<file path="src/hw/rtl/assert_macros.svh">
// assertion helpers for the top-level rtl file
`ifndef ASSERT_MACROS_SVH
`define ASSERT_MACROS_SVH

// same-cycle implication, checked outside reset
`define ASSERT_IMPLY(label, clk, rst_n, ante, cons) \
    label: assert property (@(posedge clk) disable iff (!rst_n) (ante) |-> (cons)) \
        else $error("assertion failed: same-cycle implication");

// next-cycle implication, checked outside reset
`define ASSERT_NEXT(label, clk, rst_n, ante, cons) \
    label: assert property (@(posedge clk) disable iff (!rst_n) (ante) |=> (cons)) \
        else $error("assertion failed: next-cycle implication");

`endif

</file>
<file path="src/hw/rtl/aft_pkg.sv">
`timescale 1ns / 1ps

package aft_pkg;

    // line constants
    localparam logic [7:0]  FLAG_BYTE = 8'h7E;
    localparam logic [15:0] CRC_INIT  = 16'hFFFF;
    localparam logic [15:0] CRC_POLY  = 16'h8408;

    // register reset values
    localparam logic [7:0] UNIT0_ADDR_RST = 8'h24;
    localparam logic [7:0] UNIT1_ADDR_RST = 8'h25;

    // register indexes on the configuration port
    localparam logic CFG_UNIT0 = 1'b0;
    localparam logic CFG_UNIT1 = 1'b1;

    // default depth of the queue between front and back
    localparam int FIFO_DEPTH_DEF = 4;

    // reflected crc-16/x-25 update over one byte
    function automatic logic [15:0] crc_byte(input logic [15:0] crc, input logic [7:0] b);
        logic [15:0] c;
        c = crc ^ {8'h00, b};
        for (int k = 0; k < 8; k++)
        begin
            if (c[0])
                c = (c >> 1) ^ CRC_POLY;
            else
                c = c >> 1;
        end
        return c;
    endfunction

    // crc after the reset address bytes, used as reset values
    localparam logic [15:0] CRC_ADDR0_RST = crc_byte(CRC_INIT, UNIT0_ADDR_RST);
    localparam logic [15:0] CRC_ADDR1_RST = crc_byte(CRC_INIT, UNIT1_ADDR_RST);

    // one classified request handed from front to back
    typedef struct packed {
        logic        has_addr;
        logic [7:0]  addr;
        logic [7:0]  data;
        logic        last;
        logic [15:0] crc_fin;
    } job_t;

endpackage

</file>
<file path="src/hw/rtl/addressed_frame_transmitter_top.sv">
`timescale 1ns / 1ps

// Framer for a 9-bit addressed serial link with CRC-16/X-25. Payload bytes enter one per
// request; at a frame start the selected unit's address goes out first with the address bit
// set, then every byte with it clear, and after the byte marked last come the CRC low byte,
// the CRC high byte and the flag 0x7E, which carries the address bit and tlast. The front
// stage takes one byte every cycle while its queue (FIFO_DEPTH entries) has room and runs the
// CRC a byte per cycle; the back stage emits one symbol per cycle while it has work and the
// output is ready, so a frame of N bytes becomes N + 4 output symbols and the symbol
// serializer sets the sustained rate. With the queue empty and the back stage idle the first
// symbol of a byte passes through the queue, the job register and the output register
// before it is offered on the output. Address writes take effect at the next frame start.

`include "assert_macros.svh"

module addressed_frame_transmitter_top
#(
    parameter int FIFO_DEPTH = aft_pkg::FIFO_DEPTH_DEF
)
(
    input  logic       clk,
    input  logic       rst_n,
    input  logic       s_tvalid,
    output logic       s_tready,
    input  logic [7:0] s_tdata,   // data_byte
    input  logic       s_tuser,   // unit_select
    input  logic       s_tlast,
    output logic       m_tvalid,
    input  logic       m_tready,
    output logic [7:0] m_tdata,   // symbol_byte
    output logic       m_tuser,   // address_bit
    output logic       m_tlast,
    input  logic       cfg_we,
    input  logic       cfg_index,
    input  logic [7:0] cfg_data
);

    localparam int CW = $clog2(FIFO_DEPTH + 1);

    aft_pkg::job_t front_job;
    aft_pkg::job_t back_job;
    logic          front_push;
    logic          fifo_full;
    logic          fifo_valid;
    logic          back_pop;
    logic [CW-1:0] fifo_level;

    // accept and classify
    aft_front u_front
    (
        .clk       (clk),
        .rst_n     (rst_n),
        .s_tvalid  (s_tvalid),
        .s_tready  (s_tready),
        .s_tdata   (s_tdata),
        .s_tuser   (s_tuser),
        .s_tlast   (s_tlast),
        .cfg_we    (cfg_we),
        .cfg_index (cfg_index),
        .cfg_data  (cfg_data),
        .full      (fifo_full),
        .push      (front_push),
        .job       (front_job)
    );

    // decoupling queue
    aft_fifo #(.DEPTH(FIFO_DEPTH)) u_fifo
    (
        .clk    (clk),
        .rst_n  (rst_n),
        .push   (front_push),
        .wr_job (front_job),
        .full   (fifo_full),
        .pop    (back_pop),
        .valid  (fifo_valid),
        .rd_job (back_job),
        .level  (fifo_level)
    );

    // symbol serializer
    aft_back u_back
    (
        .clk       (clk),
        .rst_n     (rst_n),
        .job_valid (fifo_valid),
        .job_in    (back_job),
        .pop       (back_pop),
        .m_tvalid  (m_tvalid),
        .m_tready  (m_tready),
        .m_tdata   (m_tdata),
        .m_tuser   (m_tuser),
        .m_tlast   (m_tlast)
    );

    // checks
    `ASSERT_IMPLY(a_full_blocks_input, clk, rst_n, fifo_level == CW'(FIFO_DEPTH), !s_tready)
    `ASSERT_NEXT(a_accept_fills_queue, clk, rst_n, s_tvalid && s_tready, fifo_level != '0)
    `ASSERT_IMPLY(a_end_is_flag, clk, rst_n, m_tvalid && m_tlast, m_tuser && (m_tdata == aft_pkg::FLAG_BYTE))

endmodule

</file>
<file path="src/hw/rtl/aft_front.sv">
`timescale 1ns / 1ps

module aft_front
(
    input  logic             clk,
    input  logic             rst_n,
    input  logic             s_tvalid,
    output logic             s_tready,
    input  logic [7:0]       s_tdata,
    input  logic             s_tuser,
    input  logic             s_tlast,
    input  logic             cfg_we,
    input  logic             cfg_index,
    input  logic [7:0]       cfg_data,
    input  logic             full,
    output logic             push,
    output aft_pkg::job_t    job
);

    logic [7:0]  unit0_addr_reg;
    logic [7:0]  unit1_addr_reg;
    logic [15:0] crc_addr0_reg;
    logic [15:0] crc_addr1_reg;
    logic        inside_reg;
    logic        inside_next;
    logic [15:0] crc_reg;
    logic [15:0] crc_next;
    logic [7:0]  addr_sel;
    logic [15:0] crc_base;
    logic [15:0] crc_new;

    // address registers, with the crc after each address kept beside it
    always_ff @(posedge clk or negedge rst_n)
    begin
        if (!rst_n)
        begin
            unit0_addr_reg <= aft_pkg::UNIT0_ADDR_RST;
            unit1_addr_reg <= aft_pkg::UNIT1_ADDR_RST;
            crc_addr0_reg  <= aft_pkg::CRC_ADDR0_RST;
            crc_addr1_reg  <= aft_pkg::CRC_ADDR1_RST;
        end
        else if (cfg_we)
        begin
            unique case (cfg_index)
                aft_pkg::CFG_UNIT0:
                begin
                    unit0_addr_reg <= cfg_data;
                    crc_addr0_reg  <= aft_pkg::crc_byte(aft_pkg::CRC_INIT, cfg_data);
                end
                aft_pkg::CFG_UNIT1:
                begin
                    unit1_addr_reg <= cfg_data;
                    crc_addr1_reg  <= aft_pkg::crc_byte(aft_pkg::CRC_INIT, cfg_data);
                end
                default:
                begin
                    unit0_addr_reg <= unit0_addr_reg;
                end
            endcase
        end
    end

    // accept while the queue has room
    assign s_tready = !full;
    assign push     = s_tvalid && !full;

    // classify the request and run the crc over its payload byte
    always_comb
    begin
        addr_sel = s_tuser ? unit1_addr_reg : unit0_addr_reg;
        crc_base = inside_reg ? crc_reg : (s_tuser ? crc_addr1_reg : crc_addr0_reg);
        crc_new  = aft_pkg::crc_byte(crc_base, s_tdata);

        job.has_addr = !inside_reg;
        job.addr     = addr_sel;
        job.data     = s_tdata;
        job.last     = s_tlast;
        job.crc_fin  = ~crc_new;

        inside_next = inside_reg;
        crc_next    = crc_reg;
        if (push)
        begin
            inside_next = !s_tlast;
            crc_next    = s_tlast ? aft_pkg::CRC_INIT : crc_new;
        end
    end

    // frame state
    always_ff @(posedge clk or negedge rst_n)
    begin
        if (!rst_n)
        begin
            inside_reg <= 1'b0;
            crc_reg    <= aft_pkg::CRC_INIT;
        end
        else
        begin
            inside_reg <= inside_next;
            crc_reg    <= crc_next;
        end
    end

endmodule

</file>
<file path="src/hw/rtl/aft_fifo.sv">
`timescale 1ns / 1ps

module aft_fifo
#(
    parameter int DEPTH = aft_pkg::FIFO_DEPTH_DEF
)
(
    input  logic                       clk,
    input  logic                       rst_n,
    input  logic                       push,
    input  aft_pkg::job_t              wr_job,
    output logic                       full,
    input  logic                       pop,
    output logic                       valid,
    output aft_pkg::job_t              rd_job,
    output logic [$clog2(DEPTH+1)-1:0] level
);

    localparam int PW = (DEPTH > 1) ? $clog2(DEPTH) : 1;
    localparam int CW = $clog2(DEPTH + 1);

    aft_pkg::job_t mem [DEPTH];
    logic [PW-1:0] wr_ptr_reg;
    logic [PW-1:0] wr_ptr_next;
    logic [PW-1:0] rd_ptr_reg;
    logic [PW-1:0] rd_ptr_next;
    logic [CW-1:0] count_reg;
    logic [CW-1:0] count_next;
    logic          do_wr;
    logic          do_rd;

    assign full   = (count_reg == CW'(DEPTH));
    assign valid  = (count_reg != '0);
    assign level  = count_reg;
    assign rd_job = mem[rd_ptr_reg];
    assign do_wr  = push && !full;
    assign do_rd  = pop && valid;

    // pointer wrap and occupancy
    always_comb
    begin
        wr_ptr_next = wr_ptr_reg;
        rd_ptr_next = rd_ptr_reg;
        count_next  = count_reg;
        if (do_wr)
            wr_ptr_next = (wr_ptr_reg == PW'(DEPTH - 1)) ? '0 : wr_ptr_reg + 1'b1;
        if (do_rd)
            rd_ptr_next = (rd_ptr_reg == PW'(DEPTH - 1)) ? '0 : rd_ptr_reg + 1'b1;
        if (do_wr && !do_rd)
            count_next = count_reg + 1'b1;
        else if (do_rd && !do_wr)
            count_next = count_reg - 1'b1;
    end

    // storage
    always_ff @(posedge clk)
    begin
        if (do_wr)
            mem[wr_ptr_reg] <= wr_job;
    end

    always_ff @(posedge clk or negedge rst_n)
    begin
        if (!rst_n)
        begin
            wr_ptr_reg <= '0;
            rd_ptr_reg <= '0;
            count_reg  <= '0;
        end
        else
        begin
            wr_ptr_reg <= wr_ptr_next;
            rd_ptr_reg <= rd_ptr_next;
            count_reg  <= count_next;
        end
    end

endmodule

</file>
<file path="src/hw/rtl/aft_back.sv">
`timescale 1ns / 1ps

module aft_back
(
    input  logic          clk,
    input  logic          rst_n,
    input  logic          job_valid,
    input  aft_pkg::job_t job_in,
    output logic          pop,
    output logic          m_tvalid,
    input  logic          m_tready,
    output logic [7:0]    m_tdata,
    output logic          m_tuser,
    output logic          m_tlast
);

    typedef enum logic [4:0] {
        STEP_ADDR = 5'b00001,
        STEP_DATA = 5'b00010,
        STEP_CRCL = 5'b00100,
        STEP_CRCH = 5'b01000,
        STEP_FLAG = 5'b10000
    } step_t;

    aft_pkg::job_t job_reg;
    logic          busy_reg;
    logic          busy_next;
    step_t         step_reg;
    step_t         step_next;
    step_t         step_adv;
    logic          out_valid_reg;
    logic          out_valid_next;
    logic [7:0]    out_byte_reg;
    logic          out_abit_reg;
    logic          out_end_reg;
    logic [7:0]    sym_byte;
    logic          sym_abit;
    logic          sym_end;
    logic          advance;
    logic          done;

    // symbol for the current step and the step after it
    always_comb
    begin
        sym_byte = job_reg.data;
        sym_abit = 1'b0;
        sym_end  = 1'b0;
        step_adv = step_reg;
        done     = 1'b0;
        unique case (step_reg)
            STEP_ADDR:
            begin
                sym_byte = job_reg.addr;
                sym_abit = 1'b1;
                step_adv = STEP_DATA;
            end
            STEP_DATA:
            begin
                step_adv = STEP_CRCL;
                done     = !job_reg.last;
            end
            STEP_CRCL:
            begin
                sym_byte = job_reg.crc_fin[7:0];
                step_adv = STEP_CRCH;
            end
            STEP_CRCH:
            begin
                sym_byte = job_reg.crc_fin[15:8];
                step_adv = STEP_FLAG;
            end
            STEP_FLAG:
            begin
                sym_byte = aft_pkg::FLAG_BYTE;
                sym_abit = 1'b1;
                sym_end  = 1'b1;
                done     = 1'b1;
            end
            default:
            begin
                done = 1'b1;
            end
        endcase
    end

    // one symbol per cycle while a job is loaded and the output stage can take it
    assign advance = busy_reg && (!out_valid_reg || m_tready);
    assign pop     = job_valid && (!busy_reg || (advance && done));

    always_comb
    begin
        busy_next = busy_reg;
        step_next = step_reg;
        if (pop)
        begin
            busy_next = 1'b1;
            step_next = job_in.has_addr ? STEP_ADDR : STEP_DATA;
        end
        else if (advance && done)
            busy_next = 1'b0;
        else if (advance)
            step_next = step_adv;

        out_valid_next = out_valid_reg;
        if (advance)
            out_valid_next = 1'b1;
        else if (m_tready)
            out_valid_next = 1'b0;
    end

    // control state
    always_ff @(posedge clk or negedge rst_n)
    begin
        if (!rst_n)
        begin
            busy_reg      <= 1'b0;
            step_reg      <= STEP_DATA;
            out_valid_reg <= 1'b0;
        end
        else
        begin
            busy_reg      <= busy_next;
            step_reg      <= step_next;
            out_valid_reg <= out_valid_next;
        end
    end

    // payload registers
    always_ff @(posedge clk)
    begin
        if (pop)
            job_reg <= job_in;
        if (advance)
        begin
            out_byte_reg <= sym_byte;
            out_abit_reg <= sym_abit;
            out_end_reg  <= sym_end;
        end
    end

    assign m_tvalid = out_valid_reg;
    assign m_tdata  = out_byte_reg;
    assign m_tuser  = out_abit_reg;
    assign m_tlast  = out_end_reg;

endmodule

</file>
<file path="config.mk">
export PLATFORM = sky130hd
export DESIGN_NAME = addressed_frame_transmitter_top
export DESIGN_NICKNAME = d
export VERILOG_FILES = /design/src/hw/rtl/aft_pkg.sv /design/src/hw/rtl/addressed_frame_transmitter_top.sv /design/src/hw/rtl/aft_front.sv /design/src/hw/rtl/aft_fifo.sv /design/src/hw/rtl/aft_back.sv
export VERILOG_INCLUDE_DIRS = /design/src /design/src/hw/rtl
export SDC_FILE = /design/constraint.sdc
export NUM_CORES = 1
export LEC_CHECK = 0
export BUFFER_PORTS_ARGS = -buffer_cell sky130_fd_sc_hd__buf_2
export CAP_MARGIN = 30
export CORE_UTILIZATION = 53
export CTS_BUF_LIST = sky130_fd_sc_hd__clkbuf_4
export DETAILED_ROUTE_END_ITERATION = 8
export GPL_ROUTABILITY_DRIVEN = 0
export PLACE_DENSITY = 0.73
export SKIP_CTS_REPAIR_TIMING = 1
export SLEW_MARGIN = 0
export SYNTH_ARGS = -nofsm -noshare
export SYNTH_HDL_FRONTEND = slang
export SYNTH_HIERARCHICAL = 1
export SYNTH_SLANG_ARGS = --single-unit
</file>
<file path="constraint.sdc">
create_clock -name clk -period 3.5 [get_ports clk]
set_clock_uncertainty 0.05 [all_clocks]
set_input_delay 0.7 -clock clk [delete_from_list [all_inputs] [get_ports clk]]
set_output_delay 0.7 -clock clk [all_outputs]
set_load 0.01 [all_outputs]
</file>
# After elaboration in Yosys (flattened, before gate mapping)
# Memories as Yosys holds them, arrays and structs flattened.
# Index checks and enable logic that the tools add are counted.
[classes]
n_addsub = 4
n_eq_ne = 9
mux = 74
n_bitwise = 27
reduce_logical = 29
[ops]
columns = ["operator", "n"]
rows = [
  ["$mux 16", 54],
  ["$not 2->3", 23],
  ["$pmux 8 s4", 1],
  ["$pmux 5 s4", 1],
  ["$not 16->16", 1],
  ["$not 8->16", 1],
  ["$xor 16x8->16", 1],
  ["$mux 5", 3],
  ["$logic_and 1x1->1", 8],
  ["$logic_not 1->1", 8],
  ["$mux 1", 8],
  ["$mux 8", 1],
  ["$reduce_bool 2->1", 4],
  ["$mux 2", 3],
  ["$mux 3", 2],
  ["$eq 5x1->1 const B", 1],
  ["$eq 5x2->1 const B", 1],
  ["$eq 5x3->1 const B", 1],
  ["$eq 5x4->1 const B", 1],
  ["$eq 5x5->1 const B", 1],
  ["$reduce_bool 5->1", 1],
  ["$add 2x1->2 const B", 2],
  ["$eq 2x2->1 const B", 2],
  ["$reduce_and 2->1", 2],
  ["other kinds (11)", 12],
]
[totals]
regBits = 122
ram_bits = 136
in_bits = 24
out_inout_bits = 12
wordCells = 163
memories = 1
[memory_table]
columns = ["memory", "words", "word_bits", "read_ports", "rd_clocked_by_memory_dff", "wr", "line", "source"]
rows = [
  ["u_fifo.mem", 4, 34, 1, 0, 1, "aft_fifo.sv:22", "aft_pkg::job_t mem [DEPTH];"],
]

# Longest topological paths before layout
# Gate-level depths: netlist (run 1).
[logic_depth]
word_depth = 31
ltp_mapped = 11
depth_no_buf = 10

# By module
# The synthesis (run 1) kept the hierarchy.
[modules_own_cells]
columns = ["mod", "instances", "cells_each", "area_per_inst_um2", "seq_area_each_um2"]
rows = [
  ["aft_fifo", 1, 215, 5415.2, 4259.1],
  ["aft_front", 1, 299, 2999.1, 1465.2],
  ["aft_back", 1, 118, 1966.9, 1467.7],
]

# Worst setup path after synthesis (run 1)
# No wires, ideal clock.
[synth_path]
path_type = "in2reg"
startpoint = "input port s_tvalid"
endpoint = "memory u_fifo/mem[3][0] (netlist name), enable pin"
setup_ns = 0.425
arrival_ns = 2.908
required_time_ns = 3.025
slack_ns = 0.117
cell_stages = 5
path_buffers = 2
path_cell_list = "nor2b_1 > clkbuf_1 > buf_1 > nand2_1 > nor2_1"
[synth_via]
elab_chain_cells = 4
[synth_lines]
columns = ["item", "line", "source"]
rows = [
  ["from (decl)", "addressed_frame_transmitter_top.sv:23", "input logic s_tvalid,"],
  ["$logic_and 1x1->1", "aft_front.sv:65", "assign push = s_tvalid && !full;"],
  ["via front_push", "addressed_frame_transmitter_top.sv:42", "logic front_push;"],
  ["$logic_and 1x1->1", "aft_fifo.sv:36", "assign do_wr = push && !full;"],
  ["$mux 1", "aft_fifo.sv:58", "if (do_wr)"],
  ["$mux 1 (not written as such)", "aft_fifo.sv:59", "mem[wr_ptr_reg] <= wr_job;"],
  ["to (decl)", "aft_fifo.sv:22", ""],
]
# The timed path passes the listed nets, and every way through them passes these cells.

# Final worst setup path (run 1)
[layout_path]
startpoint = "register u_back.step_reg[0]"
endpoint = "register u_fifo.count_reg[1], in the netlist u_fifo/level[1]"
[layout_via]
elab_chain_cells = 10
word_cells_on_any_way = 15
cone_classes = "eq/ne: 4; mux: 2; reduce/logical: 9"
[layout_lines]
columns = ["item", "line", "source"]
rows = [
  ["from (decl)", "aft_back.sv:28", "step_t step_reg;"],
  ["from (signal assigned)", "aft_back.sv:123", "step_reg <= step_next;"],
  ["$eq 5x1->1 (tied with other cells)", "aft_back.sv:50", "unique case (step_reg)"],
  ["$reduce_or 3->1 (no line)", "-", ""],
  ["$pmux 1 s2 *", "aft_back.sv:50", ""],
  ["$logic_and 1x1->1 *", "aft_back.sv:88", "assign pop = job_valid && (!busy_reg || (advance && done));"],
  ["$logic_or 1x1->1 *", "aft_back.sv:88", ""],
  ["$logic_and 1x1->1 *", "aft_back.sv:88", ""],
  ["via back_pop", "addressed_frame_transmitter_top.sv:45", "logic back_pop;"],
  ["$logic_and 1x1->1 *", "aft_fifo.sv:37", "assign do_rd = pop && valid;"],
  ["$logic_not 1->1 *", "aft_fifo.sv:49", "if (do_wr && !do_rd)"],
  ["$logic_and 1x1->1 *", "aft_fifo.sv:49", ""],
  ["$mux 3 *", "aft_fifo.sv:49", ""],
  ["via u_fifo.count_next[1]", "aft_fifo.sv:28", "logic [CW-1:0] count_next;"],
  ["to (signal assigned)", "aft_fifo.sv:74", "count_reg <= count_next;"],
  ["to (decl)", "aft_fifo.sv:27", "logic [CW-1:0] count_reg;"],
]
# Mark *: on every way through the listed nets, which the timed path passes. The rest lies on a longest branch.
# A chain may end at the register's enable or synchronous reset.

==> impl_metrics.ini, run 1 <==
[worst_setup_path]
worst_ep_required_time_ns = 4.01
cp-endpoint = u_fifo/level[1]
crit_path_max_fanout = 10
crit_slowest_cell = dfrtp_1
reg2reg_slack_ns = 0.81
crit_path_cell_trace = and3b_1, o311a_4, o32ai_4, nand2_4, ha_1, inv_1, fa_1, mux2_2
crit_path_start_kind = register
reg2reg_depth = 8
startpoint = u_back/step_reg[0]
worstSetupEndpointType = register
path_class = register to register
worstReg2RegStart = u_back/step_reg[0]
critical_path_arrival_ns = 3.20
slowest_delay_ns = 0.52
r2r_end = u_fifo/level[1]

[routing]
dr.pass1.iters = 5
drt_iter0_drc = 309
drtAntennaViolNets = 0
remaining_drc_errors = 0
via_count = 5498
drt-vias-per-instance = 5.39
wl_mm = 19.3
wl_per_cell_um = 18.9

[yosys]
yosys.area_share.simple = 0.0651
syn_area_um2 = 10400
yosysSeqAreaShare = 0.693
synth-compound-area-share = 0.0518
synth_nets = 663
syn_area_per_cell_um2 = 16.4
synth_cells = 632
synthAdderAreaFrac = 0.00916
synth_edf_count = 179
ys_ff_latch = 250
synthTopCellsByCount = edfxtp_1 (179), nand2_1 (90), dfrtp_1 (39)
yosys_warnings = 6
synth_flop_cell = edfxtp_1
ys_types = 60
synth.area.mux_share = 0.113
post-synth-top-count-cell = edfxtp_1
synth_area_leaders = edfxtp_1 (52%), dfrtp_1 (9.4%), dfstp_2 (8.1%), mux4_2 (6.1%), nand2_1 (3.3%)
synth_top_family_by_area = multiplexers
synthXorXnorAreaFrac = 0.0383
ys_async_sr_fraction = 0.284
synth_top_cell_area_share = 0.518
yosysTopAreaCell = edfxtp_1

[timing]
fin_crit_sh = 0.768
fin_ws_ns = 0.812
fmax_ghz = 0.372
finalSetupTns_ns = 0
whs_ns = 0.195
hold_viol = 0
maxSlewViolCount = 0
fin_crit_ns = 2.69
worst_pin_slew_ns = 0.929
relSlewSlack = 0.381
setup_viol = 0
rsz0062_at_grt = no

[power]
p_comb_frac = 0.283
p_switching_mw = 3.26
swShare = 0.311
power_frac_seq = 0.491
internal_power_mw = 7.22
ir_drop_v = 0.000334
leakage_nw = 4.38
power.density_nw_per_um2 = 907
clkPwrFrac = 0.226

[min_path]
holdCritStartpoint = cfg_data[3]
hold_path_class = input pin to register

[placed_design]
dp_hpwl_mm = 12.3
dpl.cell_count = 903
portBuffers = 35
dpl-instance-area_um2 = 10700
preCtsSetupSlack_ns = 0.687

[floorplanning]
ios = 36
dieArea_um2 = 20200
initial_utilization = 0.548
die_h_um = 142
rows = 50
die-width_um = 142
core_um2 = 19000

[clock_network]
cts_buffer_depth = 3
clock_tree.root_cell = clkbuf_4
clock_latency_ns = 0.68
cts_buffers = 60
clock_sinks = 250
cts_tree = done
h-tree-depth = 2
clkTransAtPathRegs_ns = 0.07

[global_route]
grt_pass1_wl_mm = 31.4
grt_max_degree = 53
globalRouteOverflowTotal = 0
grt_usage = 0.209
antenna_found_initial = 1
grt_pass1_vias = 5831

[finish]
largest_register_ffs = 136
stdcell_count = 1020
finish.instance_area_um2 = 11600
num-fill-cells = 1409
syn_to_final_growth_pct = 11.4
drive_above_1_share = 0.338
regArea_um2 = 7190
nNetsFinal = 737
multi_input_area_um2 = 2900

[status]
status = finished, final reports clean

[flow_run]
cap_violations = 0
## metal layers
layer,vias up,track usage,share of wire
li1,2537,-,-
met1,2770,0.275,0.42
met2,166,0.342,0.51
met3,25,0.0474,0.059
met4,0,0.0826,0.014
met5,-,0,0
## worst min path at each step
stage	endpoint	slack, ns	depth (start not counted)
CTS	u_back/step_reg[2]	-0.13	1
floorplan	u_back/busy_reg	0.35	0
global route	u_front/unit0_addr_reg[5]	0.12	3
global placement	u_front/unit0_addr_reg[2]	0.40	2
detailed placement	u_front/unit1_addr_reg[2]	0.40	2
finish	u_front/crc_addr0_reg[11]	0.19	2
## through the flow
step | power [mW] | utilization
after global routing | 11.1 | 0.610
after CTS | 10.6 | 0.609
after detailed placement | 8.21 | 0.566
final | 10.5 | 0.610
after floorplan | 7.35 | -
after global placement | 8.00 | 0.566
## layout by cell type (no fill, tap or decap), types with 3 or more instances in the layout
cell type  netlist  final
xnor2_2          4      4
edfxtp_1       179    179
nand2_1         90     90
o21ai_2          3      3
nor2_1          35     34
mux2i_1         13     13
mux2_2           9      9
clkinv_1         0     10
xor2_1           7      7
nor2b_1          4      4
and2_1           3      3
mux2_4           3      3
dfrtp_1         39     37
buf_4           10     13
a21o_1           4      4
a21oi_1         20     20
dfstp_2         32     32
buf_2            8     35
mux2i_4          4      4
clkbuf_4         0     99
ha_1             6      6
inv_2            1      3
o21a_1           6      6
xnor2_1         21     21
inv_1           10     10
o21ai_0         19     19
a221o_1         12     12
mux4_1           6      6
mux4_2          28     28
## cell type report
class | instances | share of cell area
well taps | 260 | 0.0281
diodes | 2 | 0.000433
clock buffers | 99 | 0.0643
clock inverters | 15 | 0.00552
repair buffers | 49 | 0.0245
flip-flops and latches | 250 | 0.622
inverters | 12 | 0.00411
multi-input cells | 333 | 0.251
## cell families after synthesis
logic type	after synthesis
xor+xnor	36
compound gates	75
fa+ha+maj	7
flops	250
simple gates	150
buf+inv	49
mux	65
## worst max-delay path: cells and delay by family (launching register included)
| family | cells | cell delay (ns) |
|---|---|---|
| AOI/OAI and AO/OA | 2 | 0.70 |
| adders and majority gates | 2 | 0.63 |
| DFF | 1 | 0.52 |
| and+or+nand+nor | 2 | 0.33 |
| muxes | 1 | 0.27 |
| buffers and inverters | 1 | 0.08 |
## power groups by stage
stage / combinational [mW] / clock, mW / sequential, mW
floorplan: 2.35 / 0 / 5.00
global placement: 2.85 / 0 / 5.15
detailed placement: 3.00 / 0 / 5.21
CTS: 3.01 / 2.46 / 5.16
global route: 3.24 / 2.61 / 5.24
finish: 2.97 / 2.37 / 5.15
No activity file was read; power rests on OpenSTA's default activity.
==> run 2, diff against run 1 <==
--- a/config.mk
+++ b/config.mk
@@ -6,13 +6,14 @@
 export SDC_FILE = /design/constraint.sdc
 export NUM_CORES = 1
 export LEC_CHECK = 0
+export ABC_AREA = 1
 export BUFFER_PORTS_ARGS = -buffer_cell sky130_fd_sc_hd__buf_2
 export CAP_MARGIN = 30
 export CORE_UTILIZATION = 53
 export CTS_BUF_LIST = sky130_fd_sc_hd__clkbuf_4
 export DETAILED_ROUTE_END_ITERATION = 8
 export GPL_ROUTABILITY_DRIVEN = 0
-export PLACE_DENSITY = 0.73
+export PLACE_DENSITY = 0.7
 export SKIP_CTS_REPAIR_TIMING = 1
 export SLEW_MARGIN = 0
 export SYNTH_ARGS = -nofsm -noshare
==> constraint.sdc (replaced) <==
create_clock -name clk -period 2.5 [get_ports clk]
set_clock_uncertainty 0.05 [all_clocks]
set_input_delay 0.5 -clock clk [delete_from_list [all_inputs] [get_ports clk]]
set_output_delay 0.5 -clock clk [all_outputs]
set_load 0.01 [all_outputs]
==> impl_metrics.ini, run 2 <==
[clock_network]
cts_buffers = 66
clock_latency_ns = 0.63
clock_tree.root_cell = clkbuf_4
clock_sinks = 250
cts_buffer_depth = 3
h-tree-depth = 3
clkTransAtPathRegs_ns = 0.06
cts_tree = done

[finish]
final_cell_mix = nand2_1 (307), edfxtp_1 (179), inv_1 (160), clkbuf_4 (105), o211ai_1 (76)
fin_util = 0.617
stdcell_count = 1463
drive_above_1_share = 0.216
final_common_cell = nand2_1
nNetsFinal = 1175
multi_input_area_um2 = 3090
regArea_um2 = 7200
num-fill-cells = 1720
syn_to_final_growth_pct = 13.2
largest_register_ffs = 136

[routing]
dr.pass1.iters = 5
wl_mm = 22.8
drtAntennaViolNets = 0
remaining_drc_errors = 0
drt-vias-per-instance = 5.12
via_count = 7485
wl_per_cell_um = 15.6
drt_iter0_drc = 503

[floorplanning]
rows = 52
dieArea_um2 = 21600
core_um2 = 20400
die_h_um = 147
ios = 36
initial_utilization = 0.545
die-width_um = 147

[yosys]
yosysSeqAreaShare = 0.646
synth_top_cell_area_share = 0.483
synth_cells = 1059
ys_types = 42
yosys_warnings = 6
synth_area_leaders = edfxtp_1 (48%), nand2_1 (10%), dfrtp_1 (8.8%), dfstp_2 (7.5%), inv_1 (5.5%)
ys_ff_latch = 250
synthTopCellsByCount = nand2_1 (310), edfxtp_1 (179), inv_1 (164)
yosysTopAreaCell = edfxtp_1
ys_async_sr_fraction = 0.284
synth_edf_count = 179
syn_area_per_cell_um2 = 10.5
syn_area_um2 = 11100
post-synth-top-count-cell = nand2_1
synth_flop_cell = edfxtp_1
synth_nets = 1090

[worst_setup_path]
crit_slowest_cell = dfrtp_1
crit_path_start_kind = register
critical_path_arrival_ns = 2.85
crit_buf_inv = 2
crit_family = simple AND/OR/NAND/NOR gates
crit_path_cell_trace = nor2_2, nand2_2, nor2_8, nor2_2, nand3_2, nand2_4, nand2_8, clkinvlp_4, nand2_4, ha_4, inv_2, fa_2, nand2_2, nand3_1, nand2_1, nand2_1
slowest_delay_ns = 0.42
worstSetupEndpointType = register
path_class = register to register
crit_path_max_fanout = 10
worst_ep_required_time_ns = 2.98

[timing]
fmax_ghz = 0.422
worst_pin_slew_ns = 0.853
maxSlewViolCount = 0
rsz0062_at_grt = no
hold_viol = 0
setup_viol = 0
fin_crit_sh = 0.948
relSlewSlack = 0.430
fin_crit_ns = 2.37

[global_route]
grt_max_degree = 74
grt_usage = 0.223
grt_pass1_wl_mm = 36.7
grt_pass1_vias = 7497
antenna_found_initial = 3
globalRouteOverflowTotal = 0

[placed_design]
dpl.cell_count = 1343
dp_hpwl_mm = 14.8
portBuffers = 35

[status]
status = finished, final reports clean

[flow_run]
cap_violations = 0

[power]
power_mw = 15.2
ir_drop_v = 0.000694
power.density_nw_per_um2 = 1210
leakage_nw = 5.50

[min_path]
hold_path_class = input pin to register
[run 2: cell families after synthesis]
kind of cell / Yosys count / synth area share
AOI/OAI and AO/OA: 150 / 0.0910
xor gates and xnor gates: 12 / 0.00944
adders and majority gates: 7 / 0.00854
buffers and inverters: 216 / 0.0832
DFF: 250 / 0.646
and+or+nand+nor: 424 / 0.162
[run 2: final cells by class]
class,instances,share of cell area
Tap cell,270,0.0268
Antenna cell,1,0.000198
Sequential cell,250,0.571
Clock buffer,105,0.0625
Multi-Input combinational cell,593,0.245
Inverter,170,0.0511
Clock inverter,11,0.00337
Timing Repair Buffer,63,0.0407
[run 2: worst min-delay path: cells and delay by family]
kind	cells	cell delay, ns
buf+inv	2	0.17
compound gates	1	0.08
[run 2: final timing paths]
check / start / to / slack, ns / depth (start not counted)
hold / removal: cfg_data[5] / u_front/unit1_addr_reg[5] / 0.09 / 3
min in group asynchronous: rst_n / u_fifo/level[2] / 0.29 / 2
max in group asynchronous: rst_n / u_front/crc_reg[9] / 1.45 / 3
setup / recovery: u_back/step_reg[0] / u_fifo/level[2] / 0.13 / 16
hold reg to reg: u_front/crc_addr0_reg[14] / u_front/crc_addr0_reg[14] / 0.43 / 2
setup reg to reg: u_back/step_reg[0] / u_fifo/level[2] / 0.13 / 16
[run 2: metal layers]
| metal | part of all wire | vias up | global-route usage | routed length [um] |
|---|---|---|---|---|
| li1 | - | 3696 | - | - |
| met1 | 0.42 | 3524 | 0.270 | 9560 |
| met2 | 0.49 | 207 | 0.363 | 11000 |
| met3 | 0.061 | 54 | 0.0584 | 1380 |
| met4 | 0.031 | 4 | 0.124 | 704 |
| met5 | 0.0030 | - | 0 | 68 |
[run 2: where the power goes]
| part | total, mW | switching [mW] | internal, mW |
|---|---|---|---|
| logic | 4.83 | 3.22 | 1.61 |
| registers | 6.91 | 0.583 | 6.32 |
| clock network | 3.47 | 1.57 | 1.89 |
| total | 15.2 | 5.38 | 9.83 |
[run 2: stage by stage]
step | cell area, um^2 | hold WS [ns] | setup TNS, ns | worst slack, ns
finish | 12600 | 0.0859 | 0 | 0.130
global route | 12600 | 0.0530 | 0 | 0.00209
CTS | 12600 | -0.291 | 0 | 0.0706
detailed placement | 11700 | 0.417 | 0 | 0.0863
global placement | 11700 | 0.406 | 0 | 0.142
floorplan | 11200 | 0.154 | -48.77 | -0.355
==> run 3, diff against run 2 <==
--- a/config.mk
+++ b/config.mk
@@ -14,6 +14,7 @@
 export DETAILED_ROUTE_END_ITERATION = 8
 export GPL_ROUTABILITY_DRIVEN = 0
 export PLACE_DENSITY = 0.7
+export RECOVER_POWER = 25
 export SKIP_CTS_REPAIR_TIMING = 1
 export SLEW_MARGIN = 0
 export SYNTH_ARGS = -nofsm -noshare
==> impl_metrics.ini, run 3 (same netlist as run 2, synthesis figures left out) <==
[timing]
fin_crit_sh = 0.951
rsz0062_at_grt = no
fin_crit_ns = 2.38
relSlewSlack = 0.302
fmax_ghz = 0.421
setup_viol = 0
worst_pin_slew_ns = 1.05
hold_viol = 0
whs_ns = 0.0877
maxSlewViolCount = 0
fin_ws_ns = 0.122

[worst_setup_path]
reg2reg_slack_ns = 0.12
crit_family = simple AND/OR/NAND/NOR gates
crit_path_start_kind = register
crit_buf_inv = 2
crit_path_max_fanout = 10
worst_ep_required_time_ns = 2.98
crit_slowest_cell = dfrtp_1
slowest_delay_ns = 0.42
path_class = register to register
crit_path_cell_trace = nor2_2, nand2_2, nor2_8, nor2_2, nand3_2, nand2_4, nand2_8, clkinvlp_4, nand2_4, ha_4, inv_2, fa_2, nand2_2, nand3_1, nand2_1, nand2_1
worstSetupEndpointType = register
critical_path_arrival_ns = 2.85

[floorplanning]
dieArea_um2 = 21600
die-width_um = 147
initial_utilization = 0.545
ios = 36
rows = 52
die_h_um = 147
core_um2 = 20400

[flow_run]
cap_violations = 0

[placed_design]
portBuffers = 35
preCtsSetupSlack_ns = 0.0863
dpl.cell_count = 1343
dp_hpwl_mm = 14.8

[routing]
wl_mm = 22.8
drtAntennaViolNets = 0
drt-vias-per-instance = 5.10
wl_per_cell_um = 15.6
dr.pass1.iters = 5
remaining_drc_errors = 0
drt_iter0_drc = 502
via_count = 7465

[finish]
nNetsFinal = 1175
syn_to_final_growth_pct = 13.0
final_common_cell = nand2_1
drive_above_1_share = 0.201
final_cell_mix = nand2_1 (308), edfxtp_1 (179), inv_1 (160), clkbuf_4 (105), o211ai_1 (76)
largest_register_ffs = 136
stdcell_count = 1463

[global_route]
globalRouteOverflowTotal = 0
antenna_found_initial = 3
grt_pass1_vias = 7497
grt_usage = 0.223
grt_max_degree = 74
grt_pass1_wl_mm = 36.7

[clock_network]
cts_buffers = 66
clkTransAtPathRegs_ns = 0.06
cts_buffer_depth = 3
cts_tree = done
clock_tree.root_cell = clkbuf_4
clock_sinks = 250
clock_latency_ns = 0.64
h-tree-depth = 3

[power]
power_mw = 15.2
leakage_nw = 5.46
power.density_nw_per_um2 = 1210
ir_drop_v = 0.000698

[status]
status = finished, final reports clean

[min_path]
hold_path_class = input pin to register
run 3: layer usage:
layer,part of all wire,up-vias,GRT usage,wire length (um)
met5,0.0014,-,0,32
met4,0.028,4,0.124,629
met3,0.059,51,0.0584,1340
met2,0.49,194,0.363,11100
met1,0.43,3525,0.270,9690
li1,-,3691,-,-
run 3: path summary, 6_finish.rpt:
check,startpoint,end,cells past startpoint
max reg2reg,u_back/step_reg[0],u_fifo/level[2],16
min in group asynchronous,rst_n,u_fifo/level[2],2
max in group asynchronous,rst_n,u_front/unit1_addr_reg[4],3
min reg2reg,u_front/crc_addr0_reg[14],u_front/crc_addr0_reg[14],2
max,u_back/step_reg[0],u_fifo/level[2],16
min,cfg_data[5],u_front/unit0_addr_reg[5],3
run 3: power by group:
group          total [mW]  switching [mW]  internal [mW]
logic                4.83            3.22           1.61
registers            6.91           0.584           6.32
clock network        3.47            1.58           1.89
run 3: stage by stage:
step	utilization	area (um^2)	setup TNS (ns)
finish	0.616	12600	0
global route	0.616	12600	0
CTS	0.615	12600	0
detailed placement	0.575	11700	0
global placement	0.575	11700	0
floorplan	-	11200	-48.77
run 3: area by class of cell:
class | count | area, um^2
inverter | 170 | 644
antenna | 1 | 2.50
timing repair buffer | 63 | 490
clock buffer | 105 | 788
tap | 270 | 338
multi-input combinational | 593 | 3090
fill | 1733 | 7840
sequential | 250 | 7200
clock inverter | 11 | 42.5
run 3: tightest hold or removal path, cell delays in order:
cell and delay (ns):
buf_2 0.11, inv_1 0.06, o21ai_0 0.08
